File: src/hw/rtl/lurd_pkg.sv
// ----------------------------------------------------------------------------
// lurd_pkg
// Shared constants and sequencer state type for the uniform range draw block.
// ----------------------------------------------------------------------------
`default_nettype none

package lurd_pkg;

	localparam int          FIELD_W    = 15;
	localparam int          LCG_W      = 32;
	localparam logic [31:0] LCG_MUL    = 32'd1103515245;
	localparam logic [31:0] LCG_INC    = 32'd12345;
	localparam logic [31:0] LCG_RESET  = 32'd1;
	localparam int          DRAW_SHIFT = 16;

	typedef enum logic [2:0] {
		S_IDLE,
		S_SETUP,
		S_DIV1,
		S_DRAW,
		S_CHECK,
		S_DIV2,
		S_DONE
	} state_t;

endpackage

`default_nettype wire

File: src/hw/rtl/lurd_lcg.sv
// ----------------------------------------------------------------------------
// lurd_lcg
// 32-bit linear congruential generator, seed load, one step per cycle on step.
// ----------------------------------------------------------------------------
`default_nettype none

module lurd_lcg #(
	parameter int RAND_BITS = 15
) (
	input  wire logic                 clk,
	input  wire logic                 arst_n,
	input  wire logic                 seed_we,
	input  wire logic [31:0]          seed,
	input  wire logic                 step,
	output logic      [RAND_BITS-1:0] draw
);
	import lurd_pkg::*;

	logic [LCG_W-1:0] state_q;
	logic [LCG_W-1:0] state_nxt;

	assign state_nxt = state_q * LCG_MUL + LCG_INC;

	always_ff @(posedge clk or negedge arst_n) begin
		if (!arst_n) begin
			state_q <= LCG_RESET;
		end else if (seed_we) begin
			state_q <= seed;
		end else if (step) begin
			state_q <= state_nxt;
		end
	end

	assign draw = state_q[DRAW_SHIFT +: RAND_BITS];

endmodule

`default_nettype wire

File: src/hw/rtl/lurd_div.sv
// ----------------------------------------------------------------------------
// lurd_div
// Restoring divider, one quotient bit per cycle; done pulses with results.
// ----------------------------------------------------------------------------
`default_nettype none

module lurd_div #(
	parameter int W = 15
) (
	input  wire logic         clk,
	input  wire logic         arst_n,
	input  wire logic         start,
	input  wire logic [W-1:0] dividend,
	input  wire logic [W-1:0] divisor,
	output logic              done,
	output logic      [W-1:0] quo,
	output logic      [W-1:0] rem
);
	import lurd_pkg::*;

	localparam int CW = $clog2(W + 1);

	logic [W-1:0]  quo_q;
	logic [W-1:0]  rem_q;
	logic [W-1:0]  dvs_q;
	logic [CW-1:0] cnt_q;
	logic          busy_q;
	logic          done_q;
	logic [W:0]    shifted;
	logic          ge;
	logic [W:0]    diff;

	assign shifted = {rem_q, quo_q[W-1]};
	assign ge      = shifted >= {1'b0, dvs_q};
	assign diff    = shifted - {1'b0, dvs_q};

	always_ff @(posedge clk or negedge arst_n) begin
		if (!arst_n) begin
			busy_q <= 1'b0;
			done_q <= 1'b0;
			cnt_q  <= '0;
		end else begin
			done_q <= 1'b0;
			if (start) begin
				busy_q <= 1'b1;
				cnt_q  <= CW'(W);
			end else if (busy_q) begin
				cnt_q <= cnt_q - 1'b1;
				if (cnt_q == CW'(1)) begin
					busy_q <= 1'b0;
					done_q <= 1'b1;
				end
			end
		end
	end

	always_ff @(posedge clk) begin
		if (start) begin
			quo_q <= dividend;
			rem_q <= '0;
			dvs_q <= divisor;
		end else if (busy_q) begin
			quo_q <= {quo_q[W-2:0], ge};
			rem_q <= ge ? diff[W-1:0] : shifted[W-1:0];
		end
	end

	assign done = done_q;
	assign quo  = quo_q;
	assign rem  = rem_q;

endmodule

`default_nettype wire

File: src/hw/rtl/lcg_uniform_range_draw.sv
// ----------------------------------------------------------------------------
// lcg_uniform_range_draw
// Unbiased uniform integer between two bounds from a 32-bit LCG, by rejection.
// ----------------------------------------------------------------------------
// Usage:
//   Input channel (in_valid/in_stall) carries low_bound and high_bound; the
//   order of the bounds does not matter. One transaction is taken at a time:
//   in_stall stays high from acceptance until the result is in the output
//   register. Output channel (out_valid/out_stall) carries value from a
//   register that holds while out_stall is high.
//   Equal bounds go straight to the result. A span at least as wide as the
//   draw range of RAND_BITS bits takes a single draw and skips the divider;
//   otherwise the serial divider runs once for the bucket size and once for
//   the final scaling, and each rejected draw is followed by a fresh draw.
//   cfg_we loads cfg_wdata into the generator state; write only when idle.
//   Reset loads the generator with 1 and empties the output register.
//   A stalled output holds the finished transaction and the block waits.
// ----------------------------------------------------------------------------
`default_nettype none

module lcg_uniform_range_draw #(
	parameter int RAND_BITS = 15
) (
	input  wire logic        clk,
	input  wire logic        arst_n,
	input  wire logic        cfg_we,
	input  wire logic [31:0] cfg_wdata,
	input  wire logic        in_valid,
	output logic             in_stall,
	input  wire logic [14:0] low_bound,
	input  wire logic [14:0] high_bound,
	output logic             out_valid,
	input  wire logic        out_stall,
	output logic      [14:0] value
);
	import lurd_pkg::*;

	localparam int                 RB   = RAND_BITS;
	localparam logic [RB-1:0]      RMAX = '1;

	state_t state_q, state_nxt;

	logic [FIELD_W-1:0] lo_q, hi_q, res_q, value_q;
	logic [RB-1:0]      bucket_q, lim_q;
	logic               big_q;
	logic               out_valid_q;

	logic [FIELD_W:0]   span;
	logic               big;
	logic               accept;
	logic               draw_ok;
	logic               load_out;
	logic               div_start;
	logic               lcg_step;
	logic [RB-1:0]      draw;
	logic [RB-1:0]      div_dividend, div_divisor, div_quo, div_rem;
	logic               div_done;
	logic [FIELD_W+1:0] sum_draw, sum_quo;

	assign span     = {1'b0, hi_q} - {1'b0, lo_q} + 1'b1;
	assign big      = {1'b0, span} > (FIELD_W + 2)'(RMAX);
	assign accept   = in_valid && !in_stall;
	assign draw_ok  = draw < lim_q;
	assign sum_draw = (FIELD_W + 2)'(lo_q) + (FIELD_W + 2)'(draw);
	assign sum_quo  = (FIELD_W + 2)'(lo_q) + (FIELD_W + 2)'(div_quo);

	assign div_dividend = (state_q == S_SETUP) ? RMAX : draw;
	assign div_divisor  = (state_q == S_SETUP) ? span[RB-1:0] : bucket_q;

	lurd_lcg #(
		.RAND_BITS(RB)
	) u_lcg (
		.clk    (clk),
		.arst_n (arst_n),
		.seed_we(cfg_we),
		.seed   (cfg_wdata),
		.step   (lcg_step),
		.draw   (draw)
	);

	lurd_div #(
		.W(RB)
	) u_div (
		.clk     (clk),
		.arst_n  (arst_n),
		.start   (div_start),
		.dividend(div_dividend),
		.divisor (div_divisor),
		.done    (div_done),
		.quo     (div_quo),
		.rem     (div_rem)
	);

	always_comb begin
		state_nxt = state_q;
		case (state_q)
			S_IDLE: begin
				if (in_valid)
					state_nxt = (low_bound == high_bound) ? S_DONE : S_SETUP;
			end
			S_SETUP: state_nxt = big ? S_DRAW : S_DIV1;
			S_DIV1: begin
				if (div_done)
					state_nxt = S_DRAW;
			end
			S_DRAW:  state_nxt = S_CHECK;
			S_CHECK: begin
				if (big_q)
					state_nxt = S_DONE;
				else if (draw_ok)
					state_nxt = S_DIV2;
				else
					state_nxt = S_DRAW;
			end
			S_DIV2: begin
				if (div_done)
					state_nxt = S_DONE;
			end
			S_DONE: begin
				if (!out_valid_q || !out_stall)
					state_nxt = S_IDLE;
			end
			default: state_nxt = S_IDLE;
		endcase
	end

	always_comb begin
		in_stall  = 1'b1;
		div_start = 1'b0;
		lcg_step  = 1'b0;
		load_out  = 1'b0;
		case (state_q)
			S_IDLE:  in_stall  = 1'b0;
			S_SETUP: div_start = !big;
			S_DRAW:  lcg_step  = 1'b1;
			S_CHECK: div_start = !big_q && draw_ok;
			S_DONE:  load_out  = !out_valid_q || !out_stall;
			default: in_stall  = 1'b1;
		endcase
	end

	always_ff @(posedge clk or negedge arst_n) begin
		if (!arst_n) begin
			state_q     <= S_IDLE;
			out_valid_q <= 1'b0;
		end else begin
			state_q <= state_nxt;
			if (load_out)
				out_valid_q <= 1'b1;
			else if (!out_stall)
				out_valid_q <= 1'b0;
		end
	end

	always_ff @(posedge clk) begin
		if (accept) begin
			lo_q  <= (low_bound > high_bound) ? high_bound : low_bound;
			hi_q  <= (low_bound > high_bound) ? low_bound : high_bound;
			res_q <= low_bound;
		end
		if (state_q == S_SETUP)
			big_q <= big;
		if (state_q == S_DIV1 && div_done) begin
			bucket_q <= div_quo;
			lim_q    <= RMAX - div_rem;
		end
		if (state_q == S_CHECK && big_q)
			res_q <= sum_draw[FIELD_W-1:0];
		if (state_q == S_DIV2 && div_done)
			res_q <= sum_quo[FIELD_W-1:0];
		if (load_out)
			value_q <= res_q;
	end

	assign out_valid = out_valid_q;
	assign value     = value_q;

endmodule

`default_nettype wire
File: config.mk
export PLATFORM = sky130hd
export DESIGN_NAME = lcg_uniform_range_draw
export DESIGN_NICKNAME = d
export VERILOG_FILES = /design/src/hw/rtl/lurd_pkg.sv /design/src/hw/rtl/lurd_lcg.sv /design/src/hw/rtl/lurd_div.sv /design/src/hw/rtl/lcg_uniform_range_draw.sv
export SDC_FILE = /design/constraint.sdc
export NUM_CORES = 1
export LEC_CHECK = 0
export BUFFER_PORTS_ARGS = -buffer_cell sky130_fd_sc_hd__buf_2
export CAP_MARGIN = 20
export CORE_ASPECT_RATIO = 0.6
export CORE_MARGIN = 1.5
export CORE_UTILIZATION = 50
export DETAILED_ROUTE_END_ITERATION = 16
export MAX_ROUTING_LAYER = met4
export PLACE_DENSITY_LB_ADDON = 0.3
export REMOVE_ABC_BUFFERS = 1
export SYNTH_ARGS = -nofsm -noshare
export SYNTH_HDL_FRONTEND = slang
export SYNTH_HIERARCHICAL = 1
export SYNTH_SLANG_ARGS = --single-unit
export TNS_END_PERCENT = 5
File: constraint.sdc
create_clock -name clk -period 8.4 [get_ports clk]
set_input_delay 0.42 -clock clk [delete_from_list [all_inputs] [get_ports clk]]
set_output_delay 0.42 -clock clk [all_outputs]
set_load 0.005 [all_outputs]
Yosys cells after proc, flatten, opt, wreduce, memory -nomap -nowiden
Cells that the tools add are included.
{ "word_totals": {"regBits": 178, "in_bits": 67, "out_inout_bits": 17} }
{ "op_classes": {"add_sub_neg": 8, "mul": 1, "n_lt_le_gt_ge": 4, "eq_ne": 13, "n_mux": 35, "n_reduce_logical": 15} }
{ "ops": {"columns": ["operator", "n"], "rows": [
  ["$mux 15", 10],
  ["$mux 32", 2],
  ["$add 32x14->32 const B", 1],
  ["$mul 32x31->32 const B", 1],
  ["$add 15x15->15", 2],
  ["$mux 3", 7],
  ["$pmux 3 s7", 1],
  ["$add 16x1->16 const B", 1],
  ["$ge 16x15->1", 1],
  ["$gt 16x15->1 const B", 1],
  ["$sub 15x15->16", 1],
  ["$eq 15x15->1", 1],
  ["$gt 15x15->1", 1],
  ["$lt 15x15->1", 1],
  ["$sub 15x15->15", 1],
  ["$sub 15x15->15 const A", 1],
  ["$mux 1", 12],
  ["$eq 3x3->1 const B", 3],
  ["$mux 4", 2],
  ["$eq 3x2->1 const B", 2],
  ["$ne 2x1->1 const B", 3],
  ["$logic_and 1x1->1", 5],
  ["$eq 4x1->1 const B", 1],
  ["$logic_not 1->1", 4],
  ["other kinds (9)", 11]
]} }

Longest topological paths before layout
{ "logic_depth": {"depth_word": 6, "mapped_depth": 25, "ltp_nobuf": 25} }

Hierarchy
The synthesis kept the hierarchy.
{ "by_module_without_submodules": {"columns": ["mod", "n_inst", "cells_per_inst", "area_each_um2", "seq_area_each_um2"], "rows": [
  ["lurd_lcg", 1, 1129, 10373.7, 777.0],
  ["lcg_uniform_range_draw", 1, 681, 6972.9, 2832.7],
  ["lurd_div", 1, 271, 2894.0, 1351.3]
]} }

Least setup slack after synthesis
No wires, ideal clock.
{ "synth_path": {"path_kind": "register to register", "startpoint": "reg u_lcg.state_q[5]", "endpoint": "reg u_lcg.state_q[25]", "arrival_time_ns": 5.999, "path_slack_ns": 2.277, "path_stages_with_launch": 25, "n_path_buf": 0, "period_less_slack_ns": 6.123, "path_cell_list": "dfrtp_1 -> ha_1 -> xor2_1 -> ha_1 -> a21oi_1 -> fa_1 -> fa_1 -> inv_1 -> fa_1 -> inv_1 -> fa_1 -> inv_1 -> fa_1 -> inv_1 -> fa_1 -> inv_1 -> ha_1 -> a21oi_1 -> o21ai_1 -> a21oi_1 -> o2111ai_1 -> o211ai_1 -> a21o_1 -> a21oi_1 -> o31a_1"} }
{ "synth_between": {"elab_chain_len": 4} }
{ "synth_rtl": {"columns": ["item", "line", "text"], "rows": [
  ["from (decl)", "lurd_lcg.sv:19", "logic [LCG_W-1:0] state_q;"],
  ["from (signal assigned)", "lurd_lcg.sv:30", "state_q <= state_nxt;"],
  ["$mul 32x31->32", "lurd_lcg.sv:22", "assign state_nxt = state_q * LCG_MUL + LCG_INC;"],
  ["$add 32x14->32", "lurd_lcg.sv:22", null],
  ["$mux 32", "lurd_lcg.sv:29", "end else if (step) begin"],
  ["$mux 32", "lurd_lcg.sv:27", "end else if (seed_we) begin"]
]} }
Every way passes these cells. The select of a mux whose other input is x is not followed.
A chain may end at the register's enable or synchronous reset.

Worst setup path in the final report
{ "layout_path": {"startpoint": "reg u_lcg.state_q[4]", "endpoint": "reg u_lcg.state_q[25]"} }
Same word-level chain as after synthesis.

==> impl_metrics.yaml <==
clock_network:
  clk_path_buf_depth: 2
  clkTransAtPathRegs_ns: 0.08
  htree_levels: 4
  hold_buffers: 0
  post-cts-setup-buffers: 0
  cts_sinks: 177
  cts_tree: "done"
  clk_latency_ns: 0.45
  clockRootBuffer: "clkbuf_16"
  numCtsBuffers: 17
  post_cts_resized: 0
timing:
  finalHoldViolations: 0
  rsz0062_at_grt: "false"
  setup_tns_ns: 0
  clock_skew_ns: 0.01445
  maxSlewViolCount: 0
  setup_viol: 0
  tightestPinTransition_ns: 1.069
  max_slew_margin_pct: 28.47
  setup_ws_ns: 1.199
  holdWs_ns: 0.07367
  period_share_pct: 85.72
  fmax_ghz: 0.1389
  min_period_ns: 7.201
placed_design:
  place_area_mm2: 0.02110
  dp_hpwl_um: 45100
  numPortBuffers: 82
  place_congestion: 1.000
  pre_cts_slack_ns: 1.439
critical_path:
  worstPathRequired_ns: 8.74
  cpPeakStageDelay_ns: 0.73
  cp-start-kind: "register"
  crit_top_cell: "fa_1"
  path_max_fanout: 10
  cp_cell_sequence: "ha_1, xor2_1, ha_1, nor2_1, fa_1, fa_1, inv_1, fa_1, ha_1, fa_1, inv_1, fa_1, inv_1, ha_1, a21oi_1, o21ai_1, a21oi_1, o2111ai_1, o211ai_1, a21o_1, a21oi_1, o31a_1"
  critical_path_arrival_ns: 7.54
  cp_slowest_cell: "dfrtp_1"
  setup.worst_path.class: "reg -> reg"
  critPathCaptureType: "register"
die:
  dieWidth_um: 262.7
  io_pins: 84
  die_y_um: 158.9
  coreArea_mm2: 0.03945
  rows: 56
  dieArea_mm2: 0.04174
  initial_utilization_pct: 51.31
global_routing:
  top_usage_layer: "met1"
  antenna_found_initial: 0
  grt_pass1_vias: 14500
  globalRouteMet1Util_pct: 44.55
  grtUsageTotal_pct: 28.09
  use_met2_pct: 33.40
  use_met3_pct: 9.600
  grt-ovfl-total: 0
  grt_max_degree: 66
  grt_first_pass_wirelength_um: 85790
finish:
  fin_area_mm2: 0.02170
  final_common_cell: "inv_1"
  drive_above_1_share_pct: 9.539
  layout.cells.most_common_list: "inv_1 (503), ha_1 (300), fa_1 (180)"
  area_delta_synth_final_pct: 7.214
  final_nets: 2684
  diodes: 0
drt:
  drt_first_pass_iters: 6
  wl_per_cell_um: 20.64
  via_per_inst: 5.573
  dr.first_iter.drc_count: 1366
  drc: 0
  finalWirelength_um: 55140
  vias: 14890
  ant_nets: 0
synth:
  synth_seq_cells: 177
  synth_area_mm2: 0.02024
  seq_area_frac_synth_pct: 24.51
  ys_warn_count: 6
  synth_edf_count: 121
  yosys_most_used_dff: "edfxtp_1"
  async_reset_ff_share_pct: 23.16
  syn_inst: 2081
  synth_cell_type_count: 89
  syn_avg_cell_area_um2: 9.726
hold_path:
  hp-class: "in -> async"
run:
  max_cap_viol_count: 0
outcome:
  status: "finished, final reports clean"
==> critical path, delay by kind of cell, from the launching register on <==
kind                     cells  cell delay (ns)
AND/OR/NAND/NOR              1             0.06
XOR/XNOR                     1             0.49
adder cells (fa/ha/maj)      9             3.90
AO/OA/AOI/OAI                8             1.75
buffers and inverters        3             0.14
flip-flops                   1             0.73
==> layout make-up <==
class	count	area, um2
multi-input cells	1341	13090
well taps	522	653.1
flip-flops and latches	177	4961
inverters	504	1892
repair buffers	96	523.0
clock inverters	13	152.6
fillers	3463	17750
clock buffers	18	429.2
==> synth_stat cells, types with 4 or more instances <==
cell type  count  share of area (%)
xnor2_1       68                2.9
buf_2          7               0.17
a31oi_1        6               0.19
mux2_2        44                2.4
a211oi_1      23               0.85
nor4_1         6               0.19
and2_1         6               0.19
o31ai_1        5               0.19
dfrtp_1       40                4.9
nor2b_1       12               0.37
o211ai_1      11               0.41
nor3b_1        5               0.19
o21ai_0       66                1.6
buf_1          4              0.074
a21oi_1       85                2.1
and3_1         7               0.22
and4_1         6               0.26
a21o_1        33                1.2
inv_1        503                9.3
nor2_1        62                1.1
o221ai_1       7               0.30
edfxtp_1     121                 18
mux2i_1       22                1.1
nor3_1        19               0.47
o21a_1        12               0.45
xor2_1        37                1.6
or3_1          5               0.15
nand3_1       26               0.64
o211a_1        4               0.20
clkbuf_1      28               0.52
dfxtp_1       15                1.5
a22oi_1        6               0.22
o21ai_1       26               0.64
nand4_1       11               0.34
o21bai_1      13               0.48
a311oi_1       4               0.17
nand2b_1      35                1.1
fa_1         180                 18
ha_1         300                 19
o22ai_1        6               0.19
nand2_1      111                2.1
buf_4         17               0.63
a21oi_2        4               0.17
==> path summary, 6_finish.rpt <==
kind	slack, ns	cells after the start	endpoint	start
setup / recovery	1.20	22	u_lcg/state_q[25]	u_lcg/state_q[4]
hold / removal	0.07	2	u_lcg/state_q[3]	arst_n
setup reg to reg	1.20	22	u_lcg/state_q[25]	u_lcg/state_q[4]
hold reg to reg	0.42	0	value[4]	res_q[4]
max in group asynchronous	7.85	2	u_lcg/state_q[21]	arst_n
min in group clk	0.17	3	u_lcg/state_q[2]	cfg_wdata[2]
==> metal layers <==
metal,vias to the layer above,share of wire [%]
met1,7160,50
met2,700,36
met4,0,1.0
li1,6994,-
met5,-,0
met3,31,13
==> per-stage QoR <==
step                      utilization, %  instances
after floorplan                        -       2022
after global placement             53.50       2639
after detailed placement           53.50       2639
after CTS                          54.97       2670
after global routing               55.01       2671
final                              55.01       2671
==> cell families (layout without fill, tap and decap cells) <==
kind of cell               count (synthesis)  in the layout  synth area share (%)
buffers and inverters                    563            631                 10.91
muxes                                     67             67                 3.592
xor gates and xnor gates                 105            105                 4.543
DFF                                      177            177                 24.51
adders and majority gates                480            480                 36.35
and+or+nand+nor                          326            326                 7.956
AOI/OAI and AO/OA                        363            363                 12.14
==> registers in the layout, summed over array words and instances, names as in the netlist <==
| name | count |
|---|---|
| big_q | 1 |
| u_lcg/state_q | 31 |
| u_div/rem | 15 |
| u_div/busy_q | 1 |
| value | 15 |
| lo_q | 15 |
| u_div/dvs_q | 15 |
| hi_q | 15 |
| u_div/done | 1 |
| out_valid | 1 |
| state_q | 3 |
| res_q | 15 |
| u_div/quo | 15 |
| lim_q | 15 |
| u_div/cnt_q | 4 |
| bucket_q | 15 |
Power is left out: the tool's default activity adds up to more than one toggle a clock period on the data nets, which glitch-free logic cannot reach.
